### src/hdl/haag_pkg.sv
// Shared types and constants for the hammer access address generator.
// No dependencies; imported by the top level, front and back ends, job queue and remainder unit.
package haag_pkg;

  localparam int DEF_OFFSET_BITS = 32;
  localparam int DEF_JOBQ_DEPTH  = 2;

  // LCG constants
  localparam logic [31:0] LCG_MUL  = 32'd1103515245;
  localparam logic [31:0] LCG_ADD  = 32'd12345;
  localparam logic [31:0] LCG_MASK = 32'h7FFF_FFFF;

  // clears the low three bits (8-byte alignment)
  localparam logic [31:0] ALIGN_MASK = 32'hFFFF_FFF8;

  // remainder unit: dividend is left aligned in DVD_W bits
  localparam int DVD_W = 64;
  localparam int CNT_W = 7;
  localparam logic [CNT_W-1:0] NB_OP     = 7'd48;
  localparam logic [CNT_W-1:0] NB_STRIDE = 7'd32;
  localparam logic [CNT_W-1:0] NB_PROD   = 7'd64;
  localparam logic [CNT_W-1:0] NB_PIDX   = 7'd48;
  localparam logic [CNT_W-1:0] NB_LCG    = 7'd31;

  typedef enum logic [1:0] {
    MODE_SEQ    = 2'd0,
    MODE_RAND   = 2'd1,
    MODE_STRIDE = 2'd2,
    MODE_VICTIM = 2'd3
  } access_mode_e;

  typedef enum logic [2:0] {
    CFG_ACCESS_MODE     = 3'd0,
    CFG_STRIDE_DISTANCE = 3'd1,
    CFG_PAT_LEN         = 3'd2,
    CFG_REP_COUNT       = 3'd3,
    CFG_WINDOW_LIMIT    = 3'd4,
    CFG_WRITE_ENABLE    = 3'd5,
    CFG_FLUSH_LINES     = 3'd6,
    CFG_RAND_SEED       = 3'd7
  } cfg_idx_e;

  typedef enum logic [1:0] {
    JOB_SEQ,
    JOB_RAND,
    JOB_STRIDE
  } job_kind_e;

  typedef enum logic [3:0] {
    BK_IDLE,
    BK_A_GO,
    BK_A_WAIT,
    BK_B_GO,
    BK_B_WAIT,
    BK_MUL,
    BK_P_GO,
    BK_P_WAIT,
    BK_OUT
  } bk_state_e;

  typedef struct packed {
    access_mode_e access_mode;
    logic [31:0]  stride_distance;
    logic [15:0]  pat_len;
    logic [31:0]  rep_count;
    logic [31:0]  window_limit;
    logic         write_enable;
    logic         flush_lines;
    logic [31:0]  rand_seed;
  } cfg_t;

  localparam cfg_t CFG_RESET = '{
    access_mode:     MODE_SEQ,
    stride_distance: 32'd8192,
    pat_len:         16'd4,
    rep_count:       32'd2000000,
    window_limit:    32'd32768,
    write_enable:    1'b1,
    flush_lines:     1'b1,
    rand_seed:       32'd1
  };

  // one access handed from front to back
  typedef struct packed {
    job_kind_e   kind;
    logic [47:0] opnd;        // op count, pattern index or LCG value
    logic        is_write;
    logic [32:0] write_value;
    logic        flush_first;
    logic        last_access;
  } job_t;

  typedef struct packed {
    logic [31:0] byte_offset;
    logic        is_write;
    logic [32:0] write_value;
    logic        flush_first;
    logic        last_access;
  } res_t;

endpackage

### src/hdl/hammer_access_address_generator_top.sv
// Top level of the hammer access address generator: configuration registers,
// front end, job queue and back end. Depends on haag_pkg, haag_front, haag_jobq and haag_back.
//
// Usage:
//   Tick words enter through push_i/full_o; restart_i=1 clears the pattern
//   counters and reloads the LCG from rand_seed before generating. Each tick
//   gives zero or one access word, read through empty_o/pop_i: the oldest
//   word sits on the result ports while empty_o is low.
//   Configuration is written through cfg_valid_i/cfg_ready_o (ready is
//   always high), cfg_index_i picks the register. The user must write it only
//   while idle; the block itself does not enforce this.
// Timing:
//   The front end takes one tick per cycle as long as the job queue has room.
//   The back end's bit-serial remainder unit (one dividend bit per cycle)
//   sets the cost of an access: one 31-bit remainder in random mode, one
//   multiply and a 48-bit remainder in sequential/victim mode, and three
//   remainders of 48, 32 and 64 bits plus one multiply in stride mode.
// Reset and stalls:
//   Reset loads the register defaults, clears counters and queues; no
//   clearing pass is needed. When pop_i stays low, one finished word waits
//   in the output register, the back end holds its next word, the job queue
//   fills and then full_o rises.
module hammer_access_address_generator_top import haag_pkg::*; #(
  parameter int OFFSET_BITS = DEF_OFFSET_BITS,
  parameter int JOBQ_DEPTH  = DEF_JOBQ_DEPTH
) (
  input  logic        clk_i,
  input  logic        rst_ni,
  // configuration
  input  logic        cfg_valid_i,
  output logic        cfg_ready_o,
  input  logic [2:0]  cfg_index_i,
  input  logic [31:0] cfg_data_i,
  // tick words
  input  logic        push_i,
  output logic        full_o,
  input  logic        restart_i,
  // access words
  output logic        empty_o,
  input  logic        pop_i,
  output logic [31:0] byte_offset_o,
  output logic        is_write_o,
  output logic [32:0] write_value_o,
  output logic        flush_first_o,
  output logic        last_access_o
);

  cfg_t cfg_q;
  logic jq_push, jq_full, jq_empty, jq_pop;
  job_t jq_in, jq_out;
  res_t res;

  assign cfg_ready_o = 1'b1;

  // register file; narrow registers keep only their low bits
  always_ff @(posedge clk_i or negedge rst_ni) begin
    if (!rst_ni) begin
      cfg_q <= CFG_RESET;
    end else if (cfg_valid_i) begin
      case (cfg_idx_e'(cfg_index_i))
        CFG_ACCESS_MODE:     cfg_q.access_mode     <= access_mode_e'(cfg_data_i[1:0]);
        CFG_STRIDE_DISTANCE: cfg_q.stride_distance <= cfg_data_i;
        CFG_PAT_LEN:         cfg_q.pat_len         <= cfg_data_i[15:0];
        CFG_REP_COUNT:       cfg_q.rep_count       <= cfg_data_i;
        CFG_WINDOW_LIMIT:    cfg_q.window_limit    <= cfg_data_i;
        CFG_WRITE_ENABLE:    cfg_q.write_enable    <= cfg_data_i[0];
        CFG_FLUSH_LINES:     cfg_q.flush_lines     <= cfg_data_i[0];
        CFG_RAND_SEED:       cfg_q.rand_seed       <= cfg_data_i;
        default: ;
      endcase
    end
  end

  haag_front u_front (
    .clk_i     (clk_i),
    .rst_ni    (rst_ni),
    .cfg_i     (cfg_q),
    .push_i    (push_i),
    .restart_i (restart_i),
    .q_full_i  (jq_full),
    .jq_push_o (jq_push),
    .job_o     (jq_in)
  );

  haag_jobq #(
    .DEPTH (JOBQ_DEPTH)
  ) u_jobq (
    .clk_i   (clk_i),
    .rst_ni  (rst_ni),
    .push_i  (jq_push),
    .data_i  (jq_in),
    .full_o  (jq_full),
    .pop_i   (jq_pop),
    .empty_o (jq_empty),
    .data_o  (jq_out)
  );

  haag_back #(
    .OFFSET_BITS (OFFSET_BITS)
  ) u_back (
    .clk_i       (clk_i),
    .rst_ni      (rst_ni),
    .cfg_i       (cfg_q),
    .job_valid_i (!jq_empty),
    .job_i       (jq_out),
    .job_pop_o   (jq_pop),
    .empty_o     (empty_o),
    .pop_i       (pop_i),
    .res_o       (res)
  );

  assign full_o        = jq_full;
  assign byte_offset_o = res.byte_offset;
  assign is_write_o    = res.is_write;
  assign write_value_o = res.write_value;
  assign flush_first_o = res.flush_first;
  assign last_access_o = res.last_access;

endmodule

### src/hdl/haag_jobq.sv
// Small flip-flop queue of access jobs between front and back.
// Depends on haag_pkg (job_t).
module haag_jobq import haag_pkg::*; #(
  parameter int DEPTH = DEF_JOBQ_DEPTH
) (
  input  logic clk_i,
  input  logic rst_ni,
  input  logic push_i,
  input  job_t data_i,
  output logic full_o,
  input  logic pop_i,
  output logic empty_o,
  output job_t data_o
);

  localparam int IdxW = (DEPTH > 1) ? $clog2(DEPTH) : 1;
  localparam int CntW = $clog2(DEPTH + 1);

  job_t mem_q [DEPTH];
  logic [IdxW-1:0] wr_ptr_q, rd_ptr_q;
  logic [CntW-1:0] cnt_q;
  logic do_push, do_pop;

  assign full_o  = (cnt_q == CntW'(DEPTH));
  assign empty_o = (cnt_q == '0);
  assign do_push = push_i && !full_o;
  assign do_pop  = pop_i && !empty_o;
  assign data_o  = mem_q[rd_ptr_q];

  function automatic logic [IdxW-1:0] next_ptr(input logic [IdxW-1:0] p);
    next_ptr = (p == IdxW'(DEPTH - 1)) ? '0 : p + IdxW'(1);
  endfunction

  always_ff @(posedge clk_i or negedge rst_ni) begin
    if (!rst_ni) begin
      wr_ptr_q <= '0;
      rd_ptr_q <= '0;
      cnt_q    <= '0;
    end else begin
      if (do_push) wr_ptr_q <= next_ptr(wr_ptr_q);
      if (do_pop)  rd_ptr_q <= next_ptr(rd_ptr_q);
      if (do_push && !do_pop)      cnt_q <= cnt_q + CntW'(1);
      else if (do_pop && !do_push) cnt_q <= cnt_q - CntW'(1);
    end
  end

  always_ff @(posedge clk_i) begin
    if (do_push) mem_q[wr_ptr_q] <= data_i;
  end

endmodule

### src/hdl/haag_front.sv
// Front end: takes tick words, keeps the pattern counters and LCG,
// and classifies each access into a job. Depends on haag_pkg.
module haag_front import haag_pkg::*; (
  input  logic clk_i,
  input  logic rst_ni,
  input  cfg_t cfg_i,
  input  logic push_i,
  input  logic restart_i,
  input  logic q_full_i,
  output logic jq_push_o,
  output job_t job_o
);

  logic [31:0] rep_q, rep_d, rep_s, ri2;
  logic [15:0] pat_q, pat_d, pat_s, pi2, pn;
  logic [47:0] op_q, op_d, op_s;
  logic [30:0] lcg_q, lcg_d, lcg_s, lcg_n;
  logic        fin_q, fin_d, fin_s;
  logic        accept, gen, roll;
  logic [31:0] lcg_prod;
  job_kind_e   kind;

  assign accept = push_i && !q_full_i;

  always_comb begin
    case (cfg_i.access_mode)
      MODE_RAND:   kind = JOB_RAND;
      MODE_STRIDE: kind = JOB_STRIDE;
      default:     kind = JOB_SEQ;
    endcase
  end

  always_comb begin
    // restart clears before anything else
    rep_s = restart_i ? '0 : rep_q;
    pat_s = restart_i ? '0 : pat_q;
    op_s  = restart_i ? '0 : op_q;
    lcg_s = restart_i ? 31'(cfg_i.rand_seed & LCG_MASK) : lcg_q;
    fin_s = restart_i ? 1'b0 : fin_q;

    lcg_prod = LCG_MUL * {1'b0, lcg_s} + LCG_ADD;
    lcg_n    = 31'(lcg_prod & LCG_MASK);

    // pattern length may have dropped below the index: roll over first
    roll = (pat_s >= cfg_i.pat_len);
    pi2  = roll ? '0 : pat_s;
    ri2  = (roll && (rep_s < cfg_i.rep_count)) ? rep_s + 32'd1 : rep_s;
    pn   = pi2 + 16'd1;

    rep_d = rep_s;
    pat_d = pat_s;
    op_d  = op_s;
    lcg_d = lcg_s;
    fin_d = fin_s;
    gen   = 1'b0;

    if (!fin_s && (cfg_i.pat_len != '0)) begin
      rep_d = ri2;
      pat_d = pi2;
      if (ri2 >= cfg_i.rep_count) begin
        fin_d = 1'b1;
      end else begin
        gen  = 1'b1;
        op_d = op_s + 48'd1;
        if (kind == JOB_RAND) lcg_d = lcg_n;
        if (pn >= cfg_i.pat_len) begin
          pat_d = '0;
          rep_d = ri2 + 32'd1;
          fin_d = ((ri2 + 32'd1) >= cfg_i.rep_count);
        end else begin
          pat_d = pn;
        end
      end
    end

    job_o.kind = kind;
    case (kind)
      JOB_RAND:   job_o.opnd = {17'd0, lcg_n};
      JOB_STRIDE: job_o.opnd = op_s;
      default:    job_o.opnd = {32'd0, pi2};
    endcase
    job_o.is_write    = cfg_i.write_enable;
    job_o.write_value = cfg_i.write_enable ? ({1'b0, ri2} + {17'd0, pi2}) : '0;
    job_o.flush_first = cfg_i.flush_lines;
    job_o.last_access = (ri2 == cfg_i.rep_count - 32'd1) &&
                        (pi2 == cfg_i.pat_len - 16'd1);
  end

  assign jq_push_o = accept && gen;

  always_ff @(posedge clk_i or negedge rst_ni) begin
    if (!rst_ni) begin
      rep_q <= '0;
      pat_q <= '0;
      op_q  <= '0;
      lcg_q <= 31'(CFG_RESET.rand_seed & LCG_MASK);
      fin_q <= 1'b0;
    end else if (accept) begin
      rep_q <= rep_d;
      pat_q <= pat_d;
      op_q  <= op_d;
      lcg_q <= lcg_d;
      fin_q <= fin_d;
    end
  end

endmodule

### src/hdl/haag_rem.sv
// Bit-serial remainder unit: one dividend bit per cycle, 33-bit modulus.
// Depends on haag_pkg (DVD_W, CNT_W).
module haag_rem import haag_pkg::*; (
  input  logic             clk_i,
  input  logic             rst_ni,
  input  logic             start_i,
  input  logic [DVD_W-1:0] dividend_i,  // left aligned
  input  logic [CNT_W-1:0] nbits_i,
  input  logic [32:0]      modulus_i,
  output logic             busy_o,
  output logic [31:0]      rem_o
);

  logic [CNT_W-1:0] cnt_q;
  logic [31:0]      rem_q, rem_d;
  logic [DVD_W-1:0] dvd_q;
  logic [32:0]      trial, diff;

  assign busy_o = (cnt_q != '0);
  assign rem_o  = rem_q;

  always_comb begin
    trial = {rem_q, dvd_q[DVD_W-1]};
    diff  = trial - modulus_i;
    rem_d = (trial >= modulus_i) ? diff[31:0] : trial[31:0];
  end

  always_ff @(posedge clk_i or negedge rst_ni) begin
    if (!rst_ni) begin
      cnt_q <= '0;
    end else if (start_i) begin
      cnt_q <= nbits_i;
    end else if (busy_o) begin
      cnt_q <= cnt_q - CNT_W'(1);
    end
  end

  always_ff @(posedge clk_i) begin
    if (start_i) begin
      rem_q <= '0;
      dvd_q <= dividend_i;
    end else if (busy_o) begin
      rem_q <= rem_d;
      dvd_q <= {dvd_q[DVD_W-2:0], 1'b0};
    end
  end

endmodule

### src/hdl/haag_back.sv
// Back end: computes the byte offset of each job with one multiplier and
// the remainder unit, and holds the result word. Depends on haag_pkg, haag_rem.
module haag_back import haag_pkg::*; #(
  parameter int OFFSET_BITS = DEF_OFFSET_BITS
) (
  input  logic clk_i,
  input  logic rst_ni,
  input  cfg_t cfg_i,
  input  logic job_valid_i,
  input  job_t job_i,
  output logic job_pop_o,
  output logic empty_o,
  input  logic pop_i,
  output res_t res_o
);

  localparam int          MaskW    = (OFFSET_BITS < 32) ? OFFSET_BITS : 32;
  localparam logic [63:0] OffMaskW = (64'd1 << MaskW) - 64'd1;
  localparam logic [31:0] OffMask  = OffMaskW[31:0];

  bk_state_e state_q, state_d;
  job_t        job_q;
  logic [31:0] a_mod_q;
  logic [63:0] prod_q, prod_d;
  res_t        res_q;
  logic        out_valid_q;

  logic             rem_start, rem_busy;
  logic [DVD_W-1:0] rem_dvd;
  logic [CNT_W-1:0] rem_nbits;
  logic [31:0]      rem_res;
  logic [32:0]      modulus;
  logic             a_load, prod_load, out_load;
  logic [31:0]      mul_a, mul_b, off_raw;

  assign modulus = {1'b0, cfg_i.window_limit} + 33'd1;

  haag_rem u_rem (
    .clk_i      (clk_i),
    .rst_ni     (rst_ni),
    .start_i    (rem_start),
    .dividend_i (rem_dvd),
    .nbits_i    (rem_nbits),
    .modulus_i  (modulus),
    .busy_o     (rem_busy),
    .rem_o      (rem_res)
  );

  // next state
  always_comb begin
    state_d = state_q;
    case (state_q)
      BK_IDLE: begin
        if (job_valid_i) begin
          case (job_i.kind)
            JOB_STRIDE: state_d = BK_A_GO;
            JOB_SEQ:    state_d = BK_MUL;
            default:    state_d = BK_P_GO;
          endcase
        end
      end
      BK_A_GO:   state_d = BK_A_WAIT;
      BK_A_WAIT: if (!rem_busy) state_d = BK_B_GO;
      BK_B_GO:   state_d = BK_B_WAIT;
      BK_B_WAIT: if (!rem_busy) state_d = BK_MUL;
      BK_MUL:    state_d = BK_P_GO;
      BK_P_GO:   state_d = BK_P_WAIT;
      BK_P_WAIT: if (!rem_busy) state_d = BK_OUT;
      BK_OUT:    if (!out_valid_q || pop_i) state_d = BK_IDLE;
      default:   state_d = BK_IDLE;
    endcase
  end

  // outputs
  always_comb begin
    job_pop_o = 1'b0;
    rem_start = 1'b0;
    rem_dvd   = '0;
    rem_nbits = '0;
    a_load    = 1'b0;
    prod_load = 1'b0;
    out_load  = 1'b0;
    case (state_q)
      BK_IDLE: job_pop_o = job_valid_i;
      BK_A_GO: begin
        rem_start = 1'b1;
        rem_dvd   = {job_q.opnd, 16'd0};
        rem_nbits = NB_OP;
      end
      BK_B_GO: begin
        rem_start = 1'b1;
        a_load    = 1'b1;
        rem_dvd   = {cfg_i.stride_distance, 32'd0};
        rem_nbits = NB_STRIDE;
      end
      BK_MUL: prod_load = 1'b1;
      BK_P_GO: begin
        rem_start = 1'b1;
        case (job_q.kind)
          JOB_STRIDE: begin
            rem_dvd   = prod_q;
            rem_nbits = NB_PROD;
          end
          JOB_SEQ: begin
            rem_dvd   = {prod_q[47:0], 16'd0};
            rem_nbits = NB_PIDX;
          end
          default: begin
            rem_dvd   = {job_q.opnd[30:0], 33'd0};
            rem_nbits = NB_LCG;
          end
        endcase
      end
      BK_OUT: out_load = !out_valid_q || pop_i;
      default: ;
    endcase
  end

  // stride: (op mod m) * (stride mod m); sequential: index * stride
  always_comb begin
    if (job_q.kind == JOB_STRIDE) begin
      mul_a = a_mod_q;
      mul_b = rem_res;
    end else begin
      mul_a = {16'd0, job_q.opnd[15:0]};
      mul_b = cfg_i.stride_distance;
    end
    prod_d  = {32'd0, mul_a} * {32'd0, mul_b};
    off_raw = (job_q.kind == JOB_RAND) ? (rem_res & ALIGN_MASK) : rem_res;
  end

  always_ff @(posedge clk_i or negedge rst_ni) begin
    if (!rst_ni) begin
      state_q     <= BK_IDLE;
      out_valid_q <= 1'b0;
    end else begin
      state_q <= state_d;
      if (out_load)                   out_valid_q <= 1'b1;
      else if (pop_i && out_valid_q)  out_valid_q <= 1'b0;
    end
  end

  always_ff @(posedge clk_i) begin
    if (job_pop_o) job_q   <= job_i;
    if (a_load)    a_mod_q <= rem_res;
    if (prod_load) prod_q  <= prod_d;
    if (out_load) begin
      res_q.byte_offset <= off_raw & OffMask;
      res_q.is_write    <= job_q.is_write;
      res_q.write_value <= job_q.write_value;
      res_q.flush_first <= job_q.flush_first;
      res_q.last_access <= job_q.last_access;
    end
  end

  assign empty_o = !out_valid_q;
  assign res_o   = res_q;

endmodule

### config.mk
export PLATFORM = sky130hd
export DESIGN_NAME = hammer_access_address_generator_top
export DESIGN_NICKNAME = d
export VERILOG_FILES = /design/src/hdl/haag_pkg.sv /design/src/hdl/hammer_access_address_generator_top.sv /design/src/hdl/haag_jobq.sv /design/src/hdl/haag_front.sv /design/src/hdl/haag_rem.sv /design/src/hdl/haag_back.sv
export SDC_FILE = /design/constraint.sdc
export NUM_CORES = 2
export LEC_CHECK = 0
export BUFFER_PORTS_ARGS = -buffer_cell sky130_fd_sc_hd__buf_2
export CAP_MARGIN = 40
export CORE_MARGIN = 8
export CORE_UTILIZATION = 65
export CTS_CLUSTER_SIZE = 14
export DETAILED_ROUTE_END_ITERATION = 10
export PLACE_DENSITY = 0.87
export SLEW_MARGIN = 20
export SYNTH_ARGS = -nofsm -noshare
export SYNTH_HDL_FRONTEND = slang
export SYNTH_SLANG_ARGS = --single-unit
### constraint.sdc
create_clock -name clk_i -period 26 [get_ports clk_i]
set_input_delay 1.3 -clock clk_i [delete_from_list [all_inputs] [get_ports clk_i]]
set_output_delay 1.3 -clock clk_i [all_outputs]
set_load 0.01 [all_outputs]
* Yosys cells after proc, flatten, opt, wreduce, memory -nomap -nowiden
Memory sizes are Yosys's and may differ from the RTL's.
Index checks and enable logic that the tools add are counted.
** Word-level totals
- Memory bits (writable) :: 172
- Flip-flop bits (word level) :: 637
- Bits of input ports :: 41
- Memories kept :: 1
- Output and inout port bits :: 71
- Word-level logic and storage cells :: 183
** Memory list
- u_jobq.mem_q :: words 2, bits a word 86, rd ports 1, clocked after Yosys merged registers in 0, wr ports 1, RTL line haag_jobq.sv:19 : job_t mem_q [DEPTH];
** Cells by class
- Magnitude comparators :: 6
- Multiply operators :: 2
- Add/subtract/negate cells :: 15
- Reduce and logical (&&, ||, !) cells :: 37
- Multiplexer cells :: 57
- Equal/unequal tests :: 30
** Operators by type and width (count)
- 32-bit 2-to-1 mux :: 8
- 64-bit case mux with 3 select lines :: 1
- 48-bit 2-to-1 mux :: 3
- 64-bit 2-to-1 mux :: 2
- 64-bit case mux with 2 select lines :: 1
- 31-bit 2-to-1 mux :: 4
- 48-bit case mux with 2 select lines :: 1
- 16-bit 2-to-1 mux :: 5
- 32-bit by 1-bit adder with 32-bit output, second input constant :: 2
- 32-bit greater-or-equal comparator :: 2
- 32-bit by 32-bit multiplier with 64-bit output :: 1
- 48-bit by 1-bit adder with 48-bit output, second input constant :: 1
- 4-bit case mux with 9 select lines :: 1
- 32-bit by 1-bit adder with 33-bit output, second input constant :: 1
- 32-bit by 16-bit adder with 33-bit output :: 1
- 33-bit greater-or-equal comparator :: 1
- 33-bit 2-to-1 mux :: 1
- 32-bit == test :: 1
- 16-bit greater-or-equal comparator :: 2
- 32-bit < comparator :: 1
- 32-bit by 1-bit subtractor with 32-bit output, second input constant :: 1
- 32-bit subtractor :: 1
- 31-bit by 14-bit adder with 31-bit output, second input constant :: 1
- 31-bit by 31-bit multiplier with 31-bit output, first input constant :: 1
- other kinds (38) :: 103

* Longest topological paths before layout
- Depth in word-level cells :: 13
- Depth in mapped cells :: 39
- Mapped depth without buffers :: 29

* Modules after synthesis
A second synthesis with hierarchy kept.
** Second synthesis, totals
- Cells, all modules :: 8757
- Area total of the unflattened synthesis :: 86660.6 um^2
** Modules (own cells, without submodules)
- haag_back :: times used 1, seq. area each 7632.3 um^2, cells an instance 4565, area an instance 43654.4 um^2
- haag_front :: times used 1, seq. area each 3204.3 um^2, cells an instance 2929, area an instance 24385.9 um^2
- haag_jobq :: times used 1, seq. area each 5265.0 um^2, cells an instance 287, area an instance 6523.8 um^2
- haag_rem :: times used 1, seq. area each 2737.6 um^2, cells an instance 652, area an instance 6487.5 um^2
- hammer_access_address_generator_top :: times used 1, seq. area each 3719.8 um^2, cells an instance 324, area an instance 5609.1 um^2

* Worst setup path before layout
Ideal clock, no wire load.
- Path kind :: in2reg
- Start point :: in restart_i
- End point :: mem u_jobq.mem_q[0][0] in the netlist's numbering, enable pin
- Slack :: 14060 ps
- Buffers on the path :: 11
- Data arrival time :: 11408 ps
- Stages :: 28
- Library setup time :: 532 ps
- Required time :: 25468 ps
- Cell sequence :: buf_6 > clkbuf_1 > clkbuf_1 > clkbuf_1 > buf_1 > clkbuf_1 > buf_1 > clkbuf_1 > clkbuf_1 > nor2b_1 > ha_1 > a21oi_1 > o21ai_0 > o21ai_0 > o21a_1 > a211oi_1 > a31oi_1 > or2_2 > clkbuf_1 > ha_1 > a22o_1 > nor4_1 > o21ai_0 > a221oi_1 > o311a_1 > nand3_1 > clkbuf_1 > nor2_1
** On the way
- Word-level cells in the longest chain between the ends :: 11
- Elaborated cells between the ends (all ways) :: 17
- Those cells by class :: 1 x add/sub; 3 x order compare; 8 x mux; 5 x reduce/logical
** Ends and longest elaborated chain
- start: declaration :: RTL line hammer_access_address_generator_top.sv:37 : input logic restart_i,
- 32-bit 2-to-1 mux or 16-bit 2-to-1 mux (tied branches) :: RTL line haag_front.sv:35, haag_front.sv:36
- 32-bit < comparator or 16-bit greater-or-equal comparator (tied branches) :: RTL line haag_front.sv:47, haag_front.sv:45
- 1-bit logical AND :: RTL line haag_front.sv:47 : ri2 = (roll && (rep_s < cfg_i.rep_count)) ? rep_s + 32'd1 : rep_s;
- 32-bit 2-to-1 mux :: RTL line haag_front.sv:47
- 32-bit greater-or-equal comparator :: RTL line haag_front.sv:60 : if (ri2 >= cfg_i.rep_count) begin
- 1-bit 2-to-1 mux :: RTL line haag_front.sv:60
- 1-bit 2-to-1 mux * :: RTL line haag_front.sv:57 : if (!fin_s && (cfg_i.pat_len != '0)) begin
- 1-bit logical AND * :: RTL line haag_front.sv:89 : assign jq_push_o = accept && gen;
- 1-bit logical AND * :: RTL line haag_jobq.sv:26 : assign do_push = push_i && !full_o;
- 1-bit 2-to-1 mux * :: RTL line haag_jobq.sv:48 : if (do_push) mem_q[wr_ptr_q] <= data_i;
- 1-bit 2-to-1 mux (implied by the code) * :: RTL line haag_jobq.sv:48
- end: declaration :: RTL line haag_jobq.sv:19
Mark *: on every way between the ends. The rest lies on a longest branch, timed or not.

* Worst setup path after layout
- Start point :: reg u_back.job_q[85] in the netlist's numbering
- End point :: reg u_back.prod_q[61], data pin
** On the way
- Word-level cells in the longest chain between the ends :: 3
- Elaborated cells between the ends (all ways) :: 4
- Those cells by class :: 1 x mul; 1 x eq/ne; 2 x mux
** Ends and longest elaborated chain
- start: declaration :: RTL line haag_back.sv:22 : job_t job_q;
- start signal: assignment :: RTL line haag_back.sv:144 : if (job_pop_o) job_q <= job_i;
- 2-bit == test * :: RTL line haag_back.sv:121 : if (job_q.kind == JOB_STRIDE) begin
- 32-bit 2-to-1 mux :: RTL line haag_back.sv:121
- 32-bit by 32-bit multiplier with 64-bit output * :: RTL line haag_back.sv:128 : prod_d = {32'd0, mul_a} * {32'd0, mul_b};
- named net u_back.prod_d[61] :: RTL line haag_back.sv:24 : logic [63:0] prod_q, prod_d;
- end signal: assignment :: RTL line haag_back.sv:146 : if (prod_load) prod_q <= prod_d;
- end: declaration :: RTL line haag_back.sv:24
The timed path passes the listed nets; every way through them passes the cells marked *.
A chain may end at the register's enable or synchronous reset.

==> flow_summary.ini <==
[clocking]
path_clk_slew_ns = 0.07
postCtsResizedCells = 0
cts-root-buf = clkbuf_16
cts_inserted_buffers = 86
cts_tree = yes
clock_latency_ns = 0.73
cts.htree.levels = 3
cts.sinks = 809
postCtsHoldBufs = 0
clockBufferDepth = 3
cts_setup_buffers = 0

[floorplanning]
initial_utilization_pct = 65.3
die_area_sq_um = 142000
core_area_sq_um = 129000
die_h_um = 377
boundaryPins = 112
die_w_um = 377
placementRows = 132

[routing]
via_per_inst = 6.48
wl_per_cell_um = 26.6
drc = 0
detailedRoute.firstIterationViolations = 8969
finalWirelength_mm = 271
final_antenna_net_count = 0
vias = 66200
dr.pass1.iters = 9

[logic_synthesis]
synth_edf_count = 486
async_reset_ff_share_pct = 36.0
ys_seq_area_share_pct = 26.7
synth_compound_area_share_pct = 7.75
synth_top_family_by_area = adder cells
ys_ff_latch = 809
yosysWarnings = 0
syn_inst = 8393
synth_mux_area_share_pct = 5.17
synthAdderAreaFrac_pct = 35.4
ys.flop_type = edfxtp_1
synth_area_sq_um = 84500
synth.avg_cell_area_sq_um = 10.1
ys_types = 107
synth_fp_nets = 10200
synth_xor_area_share_pct = 4.25
synth-simple-area-share_pct = 13.2

[setup_path]
r2r_slack_ns = 13.81
crit_path_max_incr_delay_ns = 0.74
crit_buf_inv = 10
cp.arrival_ns = 12.65
cpLargestDelayFamily = adder cells
reg2reg_from = u_back.job_q[85]$_DFFE_PP_
cp-start-kind = flip-flop
end_kind = flip-flop
reg2reg_to = u_back.prod_q[61]$_DFFE_PP_
cpMostUsedCell = fa_1
critPathMaxFanout = 185
slowest_stage = buf_4
reg2reg_depth = 33
crit_type = reg2reg
worstPathRequired_ns = 26.46

[timing]
slew-limit-headroom_pct = 38.4
fin_setup_tns_ns = 0
min_period_over_period_pct = 46.9
worst_pin_slew_ns = 0.924
period_needed_ns = 12.19
finalSetupViolCount = 0
clock.fmax_ghz = 0.0821
rsz0062_at_grt = false
slew_viol_final = 0
fin_worst_skew_ns = 0.0525
finalHoldViolCount = 0

[global_route]
overflow = 0
grt_use_total_pct = 38.0
antenna_found_initial = 7
grt_pass1_wl_mm = 410
grt_max_degree = 186
grt_pass1_vias = 68400

[worst_hold_path]
worstHoldPathCells = 0
hold_start = u_back.job_q[2]$_DFFE_PP_
hold-path-endpoint = u_back.res_o[2]$_DFFE_PP_
hold_class = reg2reg

[flow_run]
cap_violations = 0

[status]
status = complete, no violations

[placement]
gp_congestion = 1.04
dp_cells = 10000
hpwlAfterDp_mm = 205
port_buffers = 110

[layout]
syn_to_final_growth_pct = 7.22
nNetsFinal = 10200
final_cell_count_no_fill = 10200
drive_above_1_share_pct = 9.72
## synth_stat cells (16+ instances only)
cell	count	share of area [%]
mux2_2	268	3.6
xor2_1	142	1.5
clkbuf_1	338	1.5
a211oi_1	26	0.23
a31oi_1	23	0.17
or4_1	16	0.14
o21bai_1	19	0.17
ha_1	662	9.8
nand2_1	811	3.6
nor3_1	71	0.42
o21a_1	22	0.20
nor4_1	30	0.22
a221oi_1	20	0.21
a22oi_1	54	0.48
and2_1	74	0.55
or3_1	24	0.18
edfxtp_1	486	17
o21ai_0	207	1.2
mux2i_1	135	1.6
a22o_1	23	0.24
nand3_1	137	0.81
a21o_1	115	1.0
nand4_1	66	0.49
and3_1	325	2.4
or2_2	25	0.19
xnor2_1	252	2.6
a21oi_1	292	1.7
inv_1	1302	5.8
nand2b_1	41	0.30
nor2b_1	71	0.53
fa_1	1079	26
o221ai_1	36	0.37
dfrtp_1	277	8.2
o211ai_1	18	0.16
buf_1	31	0.14
nor2_1	577	2.6
dfxtp_1	32	0.76
## layer usage
layer / part of all wire, % / wire length [um] / GRT usage [%]
met5: 0.015 / 41 / 0
met4: 7.8 / 21100 / 23.1
met3: 14 / 37100 / 12.0
met2: 44 / 119000 / 57.8
met1: 35 / 94600 / 47.6
## final cells by class
class	instances	area, sq um
repair buffers	296	2230
fillers	9120	38700
well taps	1742	2180
multi-input cells	5891	55700
flip-flops and latches	809	22500
clock buffers	111	2360
clock inverters	51	638
inverters	1307	4910
diodes	5	12.5
## sequential cells by signal, indices dropped and copies added (netlist names)
signal,cells
u_front.op_q,48
u_front.pat_q,16
u_jobq.cnt_q,2
u_back.u_rem.rem_o,32
u_back.prod_q,64
u_back.out_valid_q,1
u_front.lcg_q,31
u_front.fin_q,1
u_back.res_o,68
u_back.u_rem.dvd_q,64
u_front.rep_q,32
u_back.state_q,4
u_back.a_mod_q,32
u_jobq.wr_ptr_q,1
u_back.u_rem.cnt_q,7
u_jobq.rd_ptr_q,1
u_jobq.mem_q,172
cfg_q,147
u_back.job_q,86
## cells in the final DEF, fill, tap and decap left out, types with 16 or more instances in the layout
| cell | count |
|---|---|
| mux2i_1 | 119 |
| xnor2_1 | 252 |
| inv_1 | 1301 |
| nand2b_1 | 41 |
| o211ai_1 | 18 |
| nor2_1 | 574 |
| o221ai_1 | 36 |
| nor2b_1 | 70 |
| a22oi_1 | 54 |
| o21ai_0 | 206 |
| fa_1 | 1079 |
| o21a_1 | 22 |
| buf_2 | 111 |
| edfxtp_1 | 486 |
| mux2_2 | 268 |
| a31oi_1 | 23 |
| xor2_1 | 142 |
| dfxtp_1 | 31 |
| a22o_1 | 23 |
| nor3_1 | 68 |
| nand3_1 | 137 |
| o21bai_1 | 19 |
| dfrtp_1 | 275 |
| and3_1 | 323 |
| buf_4 | 158 |
| nand2_1 | 810 |
| or2_2 | 25 |
| a211oi_1 | 26 |
| a21o_1 | 115 |
| or3_1 | 24 |
| nor4_1 | 30 |
| and2_1 | 74 |
| a221oi_1 | 20 |
| or4_1 | 16 |
| ha_1 | 662 |
| clkbuf_16 | 87 |
| a21oi_1 | 291 |
| nand4_1 | 66 |
## stage by stage
| step | area (sq um) | utilization (%) | hold WS, ns | setup WS (ns) |
|---|---|---|---|---|
| after floorplan | 84500 | - | 0.400 | 14.06 |
| after global placement | 87100 | 67.3 | 0.401 | 14.05 |
| after detailed placement | 87400 | 67.6 | 0.405 | 14.18 |
| after CTS | 90400 | 69.9 | 0.411 | 14.15 |
| after global routing | 90600 | 70.1 | 0.421 | 13.45 |
| final | 90600 | 70.1 | 0.410 | 13.81 |
## cells by family (layout without fill, tap and decap cells)
family	count (synthesis)	after routing
AND/OR/NAND/NOR	2349	2349
XOR/XNOR	401	401
other	1	6
multiplexers	403	403
AO/OA/AOI/OAI	996	996
adder cells (fa/ha/maj)	1741	1741
buffers and inverters	1693	1765
flip-flops	809	809
## worst max path at each step
stage,startpoint,to,slack [ns],cells after the start
final,u_back.job_q[85]$_DFFE_PP_,u_back.prod_q[61]$_DFFE_PP_,13.81,33
after floorplan,restart_i,u_jobq.mem_q[0][0]$_DFFE_PP_,14.06,28
after CTS,u_back.job_q[85]$_DFFE_PP_,u_back.prod_q[61]$_DFFE_PP_,14.15,33
after global routing,u_back.job_q[85]$_DFFE_PP_,u_back.prod_q[61]$_DFFE_PP_,13.45,33
after detailed placement,u_back.job_q[85]$_DFFE_PP_,u_back.prod_q[61]$_DFFE_PP_,14.18,33
after global placement,u_back.job_q[85]$_DFFE_PP_,u_back.prod_q[61]$_DFFE_PP_,14.05,33
Power is not shown: default switching activity piles up to over one toggle a cycle in this logic, so the estimate is an artifact.
